**src/rtl/tckf_pkg.sv**
```systemverilog
// Shared constants, types and fixed-point helpers of the three-channel range filter.
package tckf_pkg;

    localparam int FRAC_BITS = 16;
    localparam int NCH       = 3;
    localparam int DATA_W    = 32;
    localparam int SMP_W     = 16;
    localparam int COV_W     = 31;
    localparam int NOISE_W   = 31;
    localparam int PVAR_W    = 17;
    localparam int GAIN_W    = FRAC_BITS + 1;
    localparam int CNT_W     = $clog2(GAIN_W + 1);
    localparam int CH_W      = $clog2(NCH);
    localparam int CFG_IDX_W = 3;

    // shared multiplier operands: A carries 33-bit signed differences
    localparam int MA_W   = DATA_W + 1;
    localparam int MB_W   = ((GAIN_W > PVAR_W) ? GAIN_W : PVAR_W) + 1;
    localparam int PROD_W = MA_W + MB_W;
    localparam int WIDE_W = PROD_W + 2;

    typedef logic signed [WIDE_W-1:0] t_wide;
    typedef logic [CFG_IDX_W-1:0]     t_cfg_idx;

    localparam t_wide WIDE_MAX = t_wide'(64'sd2147483647);
    localparam t_wide WIDE_MIN = ~WIDE_MAX;
    localparam t_wide HALF     = t_wide'(64'sd1 << (FRAC_BITS - 1));

    localparam logic [GAIN_W-1:0] GAIN_ONE  = {1'b1, {FRAC_BITS{1'b0}}};
    localparam logic [COV_W-1:0]  COV_RESET = COV_W'(64'd2 << FRAC_BITS);

    // register map
    localparam t_cfg_idx CFG_SCALE_RIGHT  = 3'd0;
    localparam t_cfg_idx CFG_SCALE_LEFT   = 3'd1;
    localparam t_cfg_idx CFG_SCALE_PITCH  = 3'd2;
    localparam t_cfg_idx CFG_OFFSET_RIGHT = 3'd3;
    localparam t_cfg_idx CFG_OFFSET_LEFT  = 3'd4;
    localparam t_cfg_idx CFG_OFFSET_PITCH = 3'd5;
    localparam t_cfg_idx CFG_MEAS_NOISE   = 3'd6;
    localparam t_cfg_idx CFG_PROCESS_VAR  = 3'd7;

    localparam logic signed [DATA_W-1:0] RST_SCALE_RIGHT  = 32'sd46981;
    localparam logic signed [DATA_W-1:0] RST_SCALE_LEFT   = 32'sd46799;
    localparam logic signed [DATA_W-1:0] RST_SCALE_PITCH  = 32'sd65536;
    localparam logic signed [DATA_W-1:0] RST_OFFSET_RIGHT = 32'sd9251400;
    localparam logic signed [DATA_W-1:0] RST_OFFSET_LEFT  = 32'sd9518407;
    localparam logic signed [DATA_W-1:0] RST_OFFSET_PITCH = 32'sd0;
    localparam logic [NOISE_W-1:0]       RST_MEAS_NOISE   = 31'd131072;
    localparam logic [PVAR_W-1:0]        RST_PROCESS_VAR  = 17'd59;

    // divider request and response
    typedef struct packed {
        logic             start;
        logic [COV_W-1:0] p;
        logic [NOISE_W-1:0] r;
    } t_div_req;

    typedef struct packed {
        logic              done;
        logic [GAIN_W-1:0] gain;
    } t_div_rsp;

    function automatic logic signed [DATA_W-1:0] sat_s32(input t_wide v);
        logic signed [DATA_W-1:0] res;
        if (v > WIDE_MAX) begin
            res = 32'sh7FFFFFFF;
        end else if (v < WIDE_MIN) begin
            res = 32'sh80000000;
        end else begin
            res = v[DATA_W-1:0];
        end
        return res;
    endfunction

    // divide by 2^FRAC_BITS, nearest, halves towards plus infinity
    function automatic t_wide rnd_s(input t_wide v);
        return (v + HALF) >>> FRAC_BITS;
    endfunction

endpackage

```
**src/rtl/tckf_in_if.sv**
```systemverilog
// Input channel: three converter samples per item.
interface tckf_in_if;
    logic        valid;
    logic        ready;
    logic [15:0] sample_right;
    logic [15:0] sample_left;
    logic [15:0] sample_pitch;

    modport source (output valid, output sample_right, output sample_left,
                    output sample_pitch, input ready);
    modport sink   (input valid, input sample_right, input sample_left,
                    input sample_pitch, output ready);
endinterface

```
**src/rtl/tckf_out_if.sv**
```systemverilog
// Output channel: three filtered distances per item.
interface tckf_out_if;
    logic               valid;
    logic               ready;
    logic signed [31:0] distance_right;
    logic signed [31:0] distance_left;
    logic signed [31:0] distance_pitch;

    modport source (output valid, output distance_right, output distance_left,
                    output distance_pitch, input ready);
    modport sink   (input valid, input distance_right, input distance_left,
                    input distance_pitch, output ready);
endinterface

```
**src/rtl/three_channel_range_kalman_filter.sv**
```systemverilog
// Top level of the three-channel range filter: sequencer, state and configuration.
//
// Usage
//   i_smp carries one item of three unsigned converter samples (right, left,
//   pitch). Each sample is mapped to a distance, raw = scale*sample + offset,
//   and then smoothed by a scalar adaptive Kalman step kept per channel.
//   o_dist carries one item of three filtered Q16.16 distances per input item.
//   The register port (i_cfg_we, i_cfg_idx, i_cfg_data) sets scales, offsets,
//   R and Q; write it only while the block is idle.
// Timing
//   Channels are worked in turn through one shared multiplier and one
//   bit-serial divider, which forms each gain in FRAC_BITS + 1 quotient steps.
//   After the last channel the estimates are loaded into the result register
//   and shown on o_dist; ready is high only in idle, so an item is accepted
//   only once the previous one has been worked through.
// Reset and stall
//   Reset loads the default registers, zero estimates, a covariance of 2.0 on
//   every channel and an empty o_dist. A result waits on o_dist until taken
//   while the next item is worked, which holds at its end until o_dist is free.
module three_channel_range_kalman_filter
    import tckf_pkg::*;
(
    input  logic                i_clk,
    input  logic                i_rst_n,
    input  logic                i_cfg_we,
    input  logic [CFG_IDX_W-1:0] i_cfg_idx,
    input  logic [DATA_W-1:0]   i_cfg_data,
    tckf_in_if.sink             i_smp,
    tckf_out_if.source          o_dist
);

    typedef enum logic [9:0] {
        ST_IDLE = 10'b0000000001,
        ST_RAW  = 10'b0000000010,
        ST_SUM  = 10'b0000000100,
        ST_DIVW = 10'b0000001000,
        ST_STEP = 10'b0000010000,
        ST_UPD  = 10'b0000100000,
        ST_ACC  = 10'b0001000000,
        ST_QMUL = 10'b0010000000,
        ST_PNEW = 10'b0100000000,
        ST_OUT  = 10'b1000000000
    } t_state;

    t_state r_state, n_state;
    logic [CH_W-1:0] r_ch;

    // configuration
    logic signed [DATA_W-1:0] r_scale  [NCH];
    logic signed [DATA_W-1:0] r_offset [NCH];
    logic [NOISE_W-1:0]       r_noise;
    logic [PVAR_W-1:0]        r_pvar;

    // filter state per channel
    logic signed [DATA_W-1:0] r_est [NCH];
    logic [COV_W-1:0]         r_cov [NCH];

    // item payload and working registers
    logic [SMP_W-1:0]         r_smp  [NCH];
    logic signed [DATA_W-1:0] r_dist [NCH];
    logic                     r_out_valid;
    logic signed [DATA_W-1:0] r_raw;
    logic signed [DATA_W-1:0] r_upd;
    logic [COV_W-1:0]         r_acc;
    logic [DATA_W-1:0]        r_chg;

    // shared units
    logic signed [MA_W-1:0]   w_mul_a;
    logic signed [MB_W-1:0]   w_mul_b;
    logic signed [PROD_W-1:0] w_prod;
    t_div_req                 w_div_req;
    t_div_rsp                 w_div_rsp;

    logic signed [DATA_W-1:0] w_old;
    logic [COV_W-1:0]         w_p;
    t_wide                    w_prod_x;
    t_wide                    w_prod_rnd;
    t_wide                    w_raw_sum;
    t_wide                    w_upd_sum;
    t_wide                    w_np;
    logic signed [DATA_W:0]   w_dchg;
    logic [DATA_W:0]          w_dchg_abs;
    logic [COV_W-1:0]         w_np_sat;
    logic                     w_last_ch;
    logic                     w_out_load;

    tckf_mul u_mul (
        .i_clk (i_clk),
        .i_a   (w_mul_a),
        .i_b   (w_mul_b),
        .o_p   (w_prod)
    );

    tckf_div u_div (
        .i_clk   (i_clk),
        .i_rst_n (i_rst_n),
        .i_req   (w_div_req),
        .o_rsp   (w_div_rsp)
    );

    assign w_old     = r_est[r_ch];
    assign w_p       = r_cov[r_ch];
    assign w_last_ch = (r_ch == CH_W'(NCH - 1));

    // result register takes the new estimates once empty or being taken now
    assign w_out_load = (r_state == ST_OUT) && (!r_out_valid || o_dist.ready);

    // gain = P / (P + R) runs while the raw distance is formed
    assign w_div_req.start = (r_state == ST_RAW);
    assign w_div_req.p     = w_p;
    assign w_div_req.r     = r_noise;

    // multiplier operand selection by step
    always_comb begin
        case (r_state)
            ST_RAW: begin
                w_mul_a = {r_scale[r_ch][DATA_W-1], r_scale[r_ch]};
                w_mul_b = {{(MB_W-SMP_W){1'b0}}, r_smp[r_ch]};
            end
            ST_STEP: begin
                w_mul_a = {r_raw[DATA_W-1], r_raw} - {w_old[DATA_W-1], w_old};
                w_mul_b = {{(MB_W-GAIN_W){1'b0}}, w_div_rsp.gain};
            end
            ST_UPD: begin
                w_mul_a = {{(MA_W-COV_W){1'b0}}, w_p};
                w_mul_b = {{(MB_W-GAIN_W){1'b0}}, GAIN_ONE - w_div_rsp.gain};
            end
            ST_QMUL: begin
                w_mul_a = {1'b0, r_chg};
                w_mul_b = {{(MB_W-PVAR_W){1'b0}}, r_pvar};
            end
            default: begin
                w_mul_a = '0;
                w_mul_b = '0;
            end
        endcase
    end

    assign w_prod_x   = t_wide'(w_prod);
    assign w_prod_rnd = rnd_s(w_prod_x);
    assign w_raw_sum  = w_prod_x + t_wide'(r_offset[r_ch]);
    assign w_upd_sum  = w_prod_rnd + t_wide'(w_old);

    // |change| of the stored estimate
    assign w_dchg     = {r_upd[DATA_W-1], r_upd} - {w_old[DATA_W-1], w_old};
    assign w_dchg_abs = w_dchg[DATA_W] ? (DATA_W+1)'(-w_dchg) : w_dchg;

    // new covariance, both terms non-negative
    assign w_np     = w_prod_rnd + t_wide'({1'b0, r_acc});
    assign w_np_sat = (w_np > WIDE_MAX) ? {COV_W{1'b1}} : w_np[COV_W-1:0];

    always_comb begin
        n_state = r_state;
        case (r_state)
            ST_IDLE: if (i_smp.valid) n_state = ST_RAW;
            ST_RAW:  n_state = ST_SUM;
            ST_SUM:  n_state = ST_DIVW;
            ST_DIVW: if (w_div_rsp.done) n_state = ST_STEP;
            ST_STEP: n_state = ST_UPD;
            ST_UPD:  n_state = ST_ACC;
            ST_ACC:  n_state = ST_QMUL;
            ST_QMUL: n_state = ST_PNEW;
            ST_PNEW: n_state = w_last_ch ? ST_OUT : ST_RAW;
            ST_OUT:  if (w_out_load) n_state = ST_IDLE;
            default: n_state = ST_IDLE;
        endcase
    end

    always_ff @(posedge i_clk) begin
        if (!i_rst_n) begin
            r_state <= ST_IDLE;
            r_ch    <= '0;
        end else begin
            r_state <= n_state;
            if (r_state == ST_IDLE) begin
                r_ch <= '0;
            end else if (r_state == ST_PNEW && !w_last_ch) begin
                r_ch <= r_ch + 1'b1;
            end
        end
    end

    // register writes; the map covers every 3-bit index, so each index matches an arm
    always_ff @(posedge i_clk) begin
        if (!i_rst_n) begin
            r_scale[0]  <= RST_SCALE_RIGHT;
            r_scale[1]  <= RST_SCALE_LEFT;
            r_scale[2]  <= RST_SCALE_PITCH;
            r_offset[0] <= RST_OFFSET_RIGHT;
            r_offset[1] <= RST_OFFSET_LEFT;
            r_offset[2] <= RST_OFFSET_PITCH;
            r_noise     <= RST_MEAS_NOISE;
            r_pvar      <= RST_PROCESS_VAR;
        end else if (i_cfg_we) begin
            case (i_cfg_idx)
                CFG_SCALE_RIGHT:  r_scale[0]  <= i_cfg_data;
                CFG_SCALE_LEFT:   r_scale[1]  <= i_cfg_data;
                CFG_SCALE_PITCH:  r_scale[2]  <= i_cfg_data;
                CFG_OFFSET_RIGHT: r_offset[0] <= i_cfg_data;
                CFG_OFFSET_LEFT:  r_offset[1] <= i_cfg_data;
                CFG_OFFSET_PITCH: r_offset[2] <= i_cfg_data;
                CFG_MEAS_NOISE:   r_noise     <= i_cfg_data[NOISE_W-1:0];
                CFG_PROCESS_VAR:  r_pvar      <= i_cfg_data[PVAR_W-1:0];
                default: ;
            endcase
        end
    end

    // estimate and covariance commit at the end of each channel
    always_ff @(posedge i_clk) begin
        if (!i_rst_n) begin
            for (int i = 0; i < NCH; i++) begin
                r_est[i] <= '0;
                r_cov[i] <= COV_RESET;
            end
        end else if (r_state == ST_PNEW) begin
            r_est[r_ch] <= r_upd;
            r_cov[r_ch] <= w_np_sat;
        end
    end

    // output item held until taken; a fresh load wins over a take
    always_ff @(posedge i_clk) begin
        if (!i_rst_n) begin
            r_out_valid <= 1'b0;
        end else if (w_out_load) begin
            r_out_valid <= 1'b1;
        end else if (o_dist.ready) begin
            r_out_valid <= 1'b0;
        end
    end

    always_ff @(posedge i_clk) begin
        if (r_state == ST_IDLE && i_smp.valid) begin
            r_smp[0] <= i_smp.sample_right;
            r_smp[1] <= i_smp.sample_left;
            r_smp[2] <= i_smp.sample_pitch;
        end
        if (r_state == ST_SUM) begin
            r_raw <= sat_s32(w_raw_sum);
        end
        if (r_state == ST_UPD) begin
            r_upd <= sat_s32(w_upd_sum);
        end
        if (r_state == ST_ACC) begin
            r_acc <= w_prod_rnd[COV_W-1:0];
            r_chg <= w_dchg_abs[DATA_W-1:0];
        end
        if (w_out_load) begin
            for (int i = 0; i < NCH; i++) begin
                r_dist[i] <= r_est[i];
            end
        end
    end

    assign i_smp.ready           = (r_state == ST_IDLE);
    assign o_dist.valid          = r_out_valid;
    assign o_dist.distance_right = r_dist[0];
    assign o_dist.distance_left  = r_dist[1];
    assign o_dist.distance_pitch = r_dist[2];

endmodule

```
**src/rtl/tckf_div.sv**
```systemverilog
// Restoring divider for the Kalman gain, one quotient bit per cycle.
module tckf_div
    import tckf_pkg::*;
(
    input  logic     i_clk,
    input  logic     i_rst_n,
    input  t_div_req i_req,
    output t_div_rsp o_rsp
);

    logic [DATA_W-1:0] r_den;
    logic [DATA_W-1:0] r_rem;
    logic              r_shin;
    logic [GAIN_W-1:0] r_q;
    logic [CNT_W-1:0]  r_cnt;
    logic              r_busy;
    logic              r_done;

    logic [DATA_W:0] w_trial;
    logic [DATA_W:0] w_diff;
    logic            w_ge;

    assign w_trial = {r_rem, r_shin};
    assign w_diff  = w_trial - {1'b0, r_den};
    assign w_ge    = (w_trial >= {1'b0, r_den});

    always_ff @(posedge i_clk) begin
        if (!i_rst_n) begin
            r_busy <= 1'b0;
            r_done <= 1'b0;
            r_cnt  <= '0;
        end else if (i_req.start) begin
            r_busy <= 1'b1;
            r_done <= 1'b0;
            r_cnt  <= CNT_W'(GAIN_W);
        end else if (r_busy) begin
            r_cnt <= r_cnt - 1'b1;
            if (r_cnt == CNT_W'(1)) begin
                r_busy <= 1'b0;
                r_done <= 1'b1;
            end
        end
    end

    // dividend is p << FRAC_BITS: start from p >> 1, then shift in p[0] and zeros
    always_ff @(posedge i_clk) begin
        if (i_req.start) begin
            r_den  <= DATA_W'(i_req.p) + DATA_W'(i_req.r);
            r_rem  <= {2'b00, i_req.p[COV_W-1:1]};
            r_shin <= i_req.p[0];
            r_q    <= '0;
        end else if (r_busy) begin
            r_rem  <= w_ge ? w_diff[DATA_W-1:0] : w_trial[DATA_W-1:0];
            r_shin <= 1'b0;
            r_q    <= {r_q[GAIN_W-2:0], w_ge};
        end
    end

    // zero denominator gives zero gain
    assign o_rsp.done = r_done;
    assign o_rsp.gain = (r_den == '0) ? '0 : r_q;

endmodule

```
**src/rtl/tckf_mul.sv**
```systemverilog
// Shared signed multiplier with registered product.
module tckf_mul
    import tckf_pkg::*;
(
    input  logic                     i_clk,
    input  logic signed [MA_W-1:0]   i_a,
    input  logic signed [MB_W-1:0]   i_b,
    output logic signed [PROD_W-1:0] o_p
);

    logic signed [PROD_W-1:0] r_p;

    always_ff @(posedge i_clk) begin
        r_p <= i_a * i_b;
    end

    assign o_p = r_p;

endmodule

```
**src/flat_wrapper.sv**
```systemverilog
// flat-port wrapper written by rule: the top's interface ports become plain ports
module three_channel_range_kalman_filter_flat import tckf_pkg::*;
  (i_clk, i_rst_n, i_cfg_we, i_cfg_idx, i_cfg_data, i_smp_valid, i_smp_sample_right, i_smp_sample_left, i_smp_sample_pitch, i_smp_ready, o_dist_valid, o_dist_distance_right, o_dist_distance_left, o_dist_distance_pitch, o_dist_ready);
  tckf_in_if i_smp_i ();
  tckf_out_if o_dist_i ();
  input  logic i_clk;
  input  logic i_rst_n;
  input  logic i_cfg_we;
  input  logic [CFG_IDX_W-1:0] i_cfg_idx;
  input  logic [DATA_W-1:0] i_cfg_data;
  input wire logic [$bits(i_smp_i.valid)-1:0] i_smp_valid;
  input wire logic [$bits(i_smp_i.sample_right)-1:0] i_smp_sample_right;
  input wire logic [$bits(i_smp_i.sample_left)-1:0] i_smp_sample_left;
  input wire logic [$bits(i_smp_i.sample_pitch)-1:0] i_smp_sample_pitch;
  output wire logic [$bits(i_smp_i.ready)-1:0] i_smp_ready;
  output wire logic [$bits(o_dist_i.valid)-1:0] o_dist_valid;
  output wire logic [$bits(o_dist_i.distance_right)-1:0] o_dist_distance_right;
  output wire logic [$bits(o_dist_i.distance_left)-1:0] o_dist_distance_left;
  output wire logic [$bits(o_dist_i.distance_pitch)-1:0] o_dist_distance_pitch;
  input wire logic [$bits(o_dist_i.ready)-1:0] o_dist_ready;
  assign i_smp_i.valid = i_smp_valid;
  assign i_smp_i.sample_right = i_smp_sample_right;
  assign i_smp_i.sample_left = i_smp_sample_left;
  assign i_smp_i.sample_pitch = i_smp_sample_pitch;
  assign i_smp_ready = i_smp_i.ready;
  assign o_dist_valid = o_dist_i.valid;
  assign o_dist_distance_right = o_dist_i.distance_right;
  assign o_dist_distance_left = o_dist_i.distance_left;
  assign o_dist_distance_pitch = o_dist_i.distance_pitch;
  assign o_dist_i.ready = o_dist_ready;
  three_channel_range_kalman_filter u_core (.i_clk(i_clk), .i_rst_n(i_rst_n), .i_cfg_we(i_cfg_we), .i_cfg_idx(i_cfg_idx), .i_cfg_data(i_cfg_data), .i_smp(i_smp_i), .o_dist(o_dist_i));
endmodule
```
**config.mk**
```make
export PLATFORM = sky130hd
export DESIGN_NAME = three_channel_range_kalman_filter_flat
export DESIGN_NICKNAME = d
export VERILOG_FILES = /design/src/rtl/tckf_pkg.sv /design/src/rtl/tckf_in_if.sv /design/src/rtl/tckf_out_if.sv /design/src/rtl/three_channel_range_kalman_filter.sv /design/src/rtl/tckf_div.sv /design/src/rtl/tckf_mul.sv /design/src/flat_wrapper.sv
export SDC_FILE = /design/constraint.sdc
export NUM_CORES = 2
export LEC_CHECK = 0
export ABC_AREA = 1
export BUFFER_PORTS_ARGS = -buffer_cell sky130_fd_sc_hd__buf_2
export CAP_MARGIN = 20
export CORE_MARGIN = 5
export CORE_UTILIZATION = 40
export CTS_CLUSTER_SIZE = 10
export DETAILED_ROUTE_END_ITERATION = 12
export PLACE_DENSITY = 0.66
export SYNTH_ARGS = -nofsm -noshare
export SYNTH_HDL_FRONTEND = slang
export SYNTH_SLANG_ARGS = --single-unit
```
**constraint.sdc**
```tcl
create_clock -name i_clk -period 8.1 [get_ports i_clk]
set_input_delay 1.215 -clock i_clk [delete_from_list [all_inputs] [get_ports i_clk]]
set_output_delay 1.215 -clock i_clk [all_outputs]
set_load 0.05 [all_outputs]
```
==> metrics.md <==
| Metric | Value |
|---|---|
| Hold EP | `u_core.r_dist[0][87]` |
| Yosys warning count | `0` |
| Dpl hpwl | `225 mm` |
| Post-synthesis cell area | `73,600 sq um` |
| Worst path required time | `8.76 ns` |
| Final WS setup | `-0.0758 ns` |
| Post-synthesis instance total | `8,912` |
| Failing checks | `setup timing` |
| Io pins | `186` |
| Post-route ant nets | `0` |
| Max cap viols | `0` |
| Via density | `5.34` |
| Vias in the first global route | `66.1k` |
| Layout cells sized above 1 | `0.215` |
| Worst path slowest cell | `fa_1` |
| Worst path bufs/invs | `12` |
| R2R setup slack | `-0.08 ns` |
| RSZ-0062 raised after global routing | `true` |
| CP startpoint kind | `register` |
| Total grt overflow | `0` |
| WL per Instance | `22.7 um` |
| Post-synth top area share | `0.318` |
| Syn Area/Cell | `8.25 sq um` |
| First-pass GRT wire length | `416 mm` |
| Most Frequent Cell on Critical Path | `fa_1` |
| CTS tree | `built` |
| Status | `complete, but fails checks` |
| Delay of the slowest cell on the worst path | `0.61 ns` |
| Leading cell type by number of instances after synthesis | `nand2_1` |
| Num Clock Sinks | `918` |
| Min cycle time layout | `8.18 ns` |
| Hold Path Class | `reg2reg` |
| Leakage | `42.8 nW` |
| CTS buffer count | `109` |
| Critical path peak fanout | `5` |
| Cell taking the most area after synthesis | `edfxtp_1` |
| Final setup fails | `10` |
| Initial antenna violation count | `6` |
| Peak VDD IR | `186 uV` |
| Core Area | `183,000 sq um` |
| CP Depth | `42` |
| Placed Instances | `12.2k` |
| Pwr dens | `160 nW/um^2` |
| Number of synthesized flops with an enable pin | `778` |
| Drt drc | `0` |
| Crit path capture type | `register` |
| Setup TNS | `-0.284 ns` |
| Chip Width | `439 um` |
| Maximum clock rate | `0.122 GHz` |
| Fin nets | `11.0k` |
| DR pass1 iterations | `8` |
| Final Hold Vio Count | `0` |
| R2r endpoint | `u_core.u_mul.o_p[47]` |
| Area Overhead vs Synth | `26.1%` |
| Clk_lat worst skew | `0.78 ns` |
| Slew margin rel. | `0.242` |
| H-tree depth | `3` |
| R2R depth | `42` |
| Via count | `67.1k` |
| Synth area leaders | `edfxtp_1, fa_1, nand2_1` |
| Starting Density | `0.402` |
| Final slew viol count | `0` |
| Buffers added on ports | `185` |
| Sequential cell area fraction in the yosys report | `0.356` |
| Synth Register Bits | `918` |
| Top Family by Delay on Critical Path | `adder cells` |
| Syn Nets | `9,918` |
| Commonest cells post-synth | `nand2_1, inv_1, nor2_1` |
| Tot GR Track Use | `0.288` |
| Fillers | `16.9k` |
| Asr flop ratio synth | `0` |
| Clk_skew | `0.0686 ns` |
| Clock root buffer master | `clkbuf_16` |
| Synth Flop Type | `edfxtp_1` |
| Synth unique cells | `63` |
| Final Cycle Share | `1.01` |
| Slew @ Worst Pin | `1.14 ns` |
| CTS max path bufs | `3` |
| DRT Wirelength | `285 mm` |
| Die area | `193,000 sq um` |
| Hold_sp | `u_core.r_est[2][23]` |
| Largest net degree at the start of global routing | `145` |
| Worst-path clk slew | `0.06 ns` |
| GPL Wtd Cong | `1.05` |
| Iter 0 DRT Violations | `6,850` |
| Worst Path Arrival | `8.84 ns` |
| Die Y | `439 um` |
| Row cnt | `157` |
| Non-Filler Instances | `12.6k` |
| Hold Path Depth | `0` |
| Crit path kind | `reg2reg` |
## cells by family (layout without fill, tap and decap cells)
logic type	after synthesis	after routing	synth area share
buffers and inverters	1798	2989	0.0947
AO/OA/AOI/OAI	1346	1346	0.105
AND/OR/NAND/NOR	3666	3666	0.201
adder cells (fa/ha/maj)	918	918	0.212
other	0	1	0
flip-flops	918	918	0.356
XOR/XNOR	266	266	0.0317
## layout by cell type (no fill, tap or decap), types with 84 or more instances in the layout
cell type / count
nand2_1: 2094
inv_1: 1359
buf_4: 894
nor2_1: 816
edfxtp_1: 778
a21oi_1: 572
fa_1: 497
ha_1: 310
nand3_1: 256
o21ai_0: 241
buf_2: 186
xor2_1: 150
inv_2: 146
dfxtp_1: 138
clkbuf_16: 113
xnor2_1: 110
nand4_1: 94
nand2_2: 89
a21oi_2: 84
## layer usage
| layer | global-route usage | routed length [um] |
|---|---|---|
| met5 | 0 | 26 |
| met1 | 0.364 | 111000 |
| met2 | 0.461 | 130000 |
| met4 | 0.168 | 20800 |
| met3 | 0.0541 | 24200 |
## through the flow
step / power (mW) / hold WS [ns] / area (sq um) / setup WS, ns / util
finish: 14.9 / 0.463 / 92800 / -0.0758 / 0.507
global route: 15.5 / 0.486 / 92800 / -0.315 / 0.507
CTS: 14.7 / 0.465 / 89700 / -0.0316 / 0.490
detailed placement: 9.89 / 0.455 / 83800 / -0.817 / 0.458
global placement: 9.84 / 0.455 / 83800 / -0.783 / 0.458
floorplan: 8.37 / 0.426 / 73700 / 0.0161 / -
## how the worst max path moves through the flow
stage          startpoint                   end  slack [ns]
2_1_floorplan    register  u_core.u_mul.o_p[50]        0.02
3_3_place_gp     register  u_core.u_mul.o_p[50]       -0.78
3_5_place_dp     register  u_core.u_mul.o_p[50]       -0.82
4_1_cts          register  u_core.u_mul.o_p[50]       -0.03
5_1_grt          register  u_core.u_mul.o_p[50]       -0.32
6_report         register  u_core.u_mul.o_p[47]       -0.08
## state kept, by name, summed over array words and instances, names as in the netlist, 48 cells and up, named ones only
| name | cells |
|---|---|
| u_core.r_est | 128 |
| u_core.r_cov | 124 |
| u_core.r_dist | 96 |
| u_core.r_offset | 96 |
| u_core.r_scale | 96 |
| u_core.u_mul.o_p | 51 |
| u_core.r_smp | 48 |
## timing repair
item                       CTS  global route
cloned                       5             3
setup endpoints to repair   34            36
buffers inserted           101            91
hold buffers                 0             0
resized for setup          393           644
pin swaps                  202           373
## where the power goes
part | switching, mW | internal [mW] | total, mW
registers | 0.201 | 5.59 | 5.79
logic | 2.92 | 1.42 | 4.34
clock network | 2.06 | 2.69 | 4.75
## layout make-up
class	instances	area, sq um	area share
Timing Repair Buffer	1245	10300	0.111
Clock inverter	21	343	0.00370
Inverter	1547	5930	0.0639
Multi-Input combinational cell	6196	43900	0.473
Tap cell	2464	3080	0.0332
Sequential cell	918	26200	0.282
Antenna cell	1	2.50	0.0000270
Clock buffer	176	3060	0.0330
No activity file was read; power rests on OpenSTA's default activity.
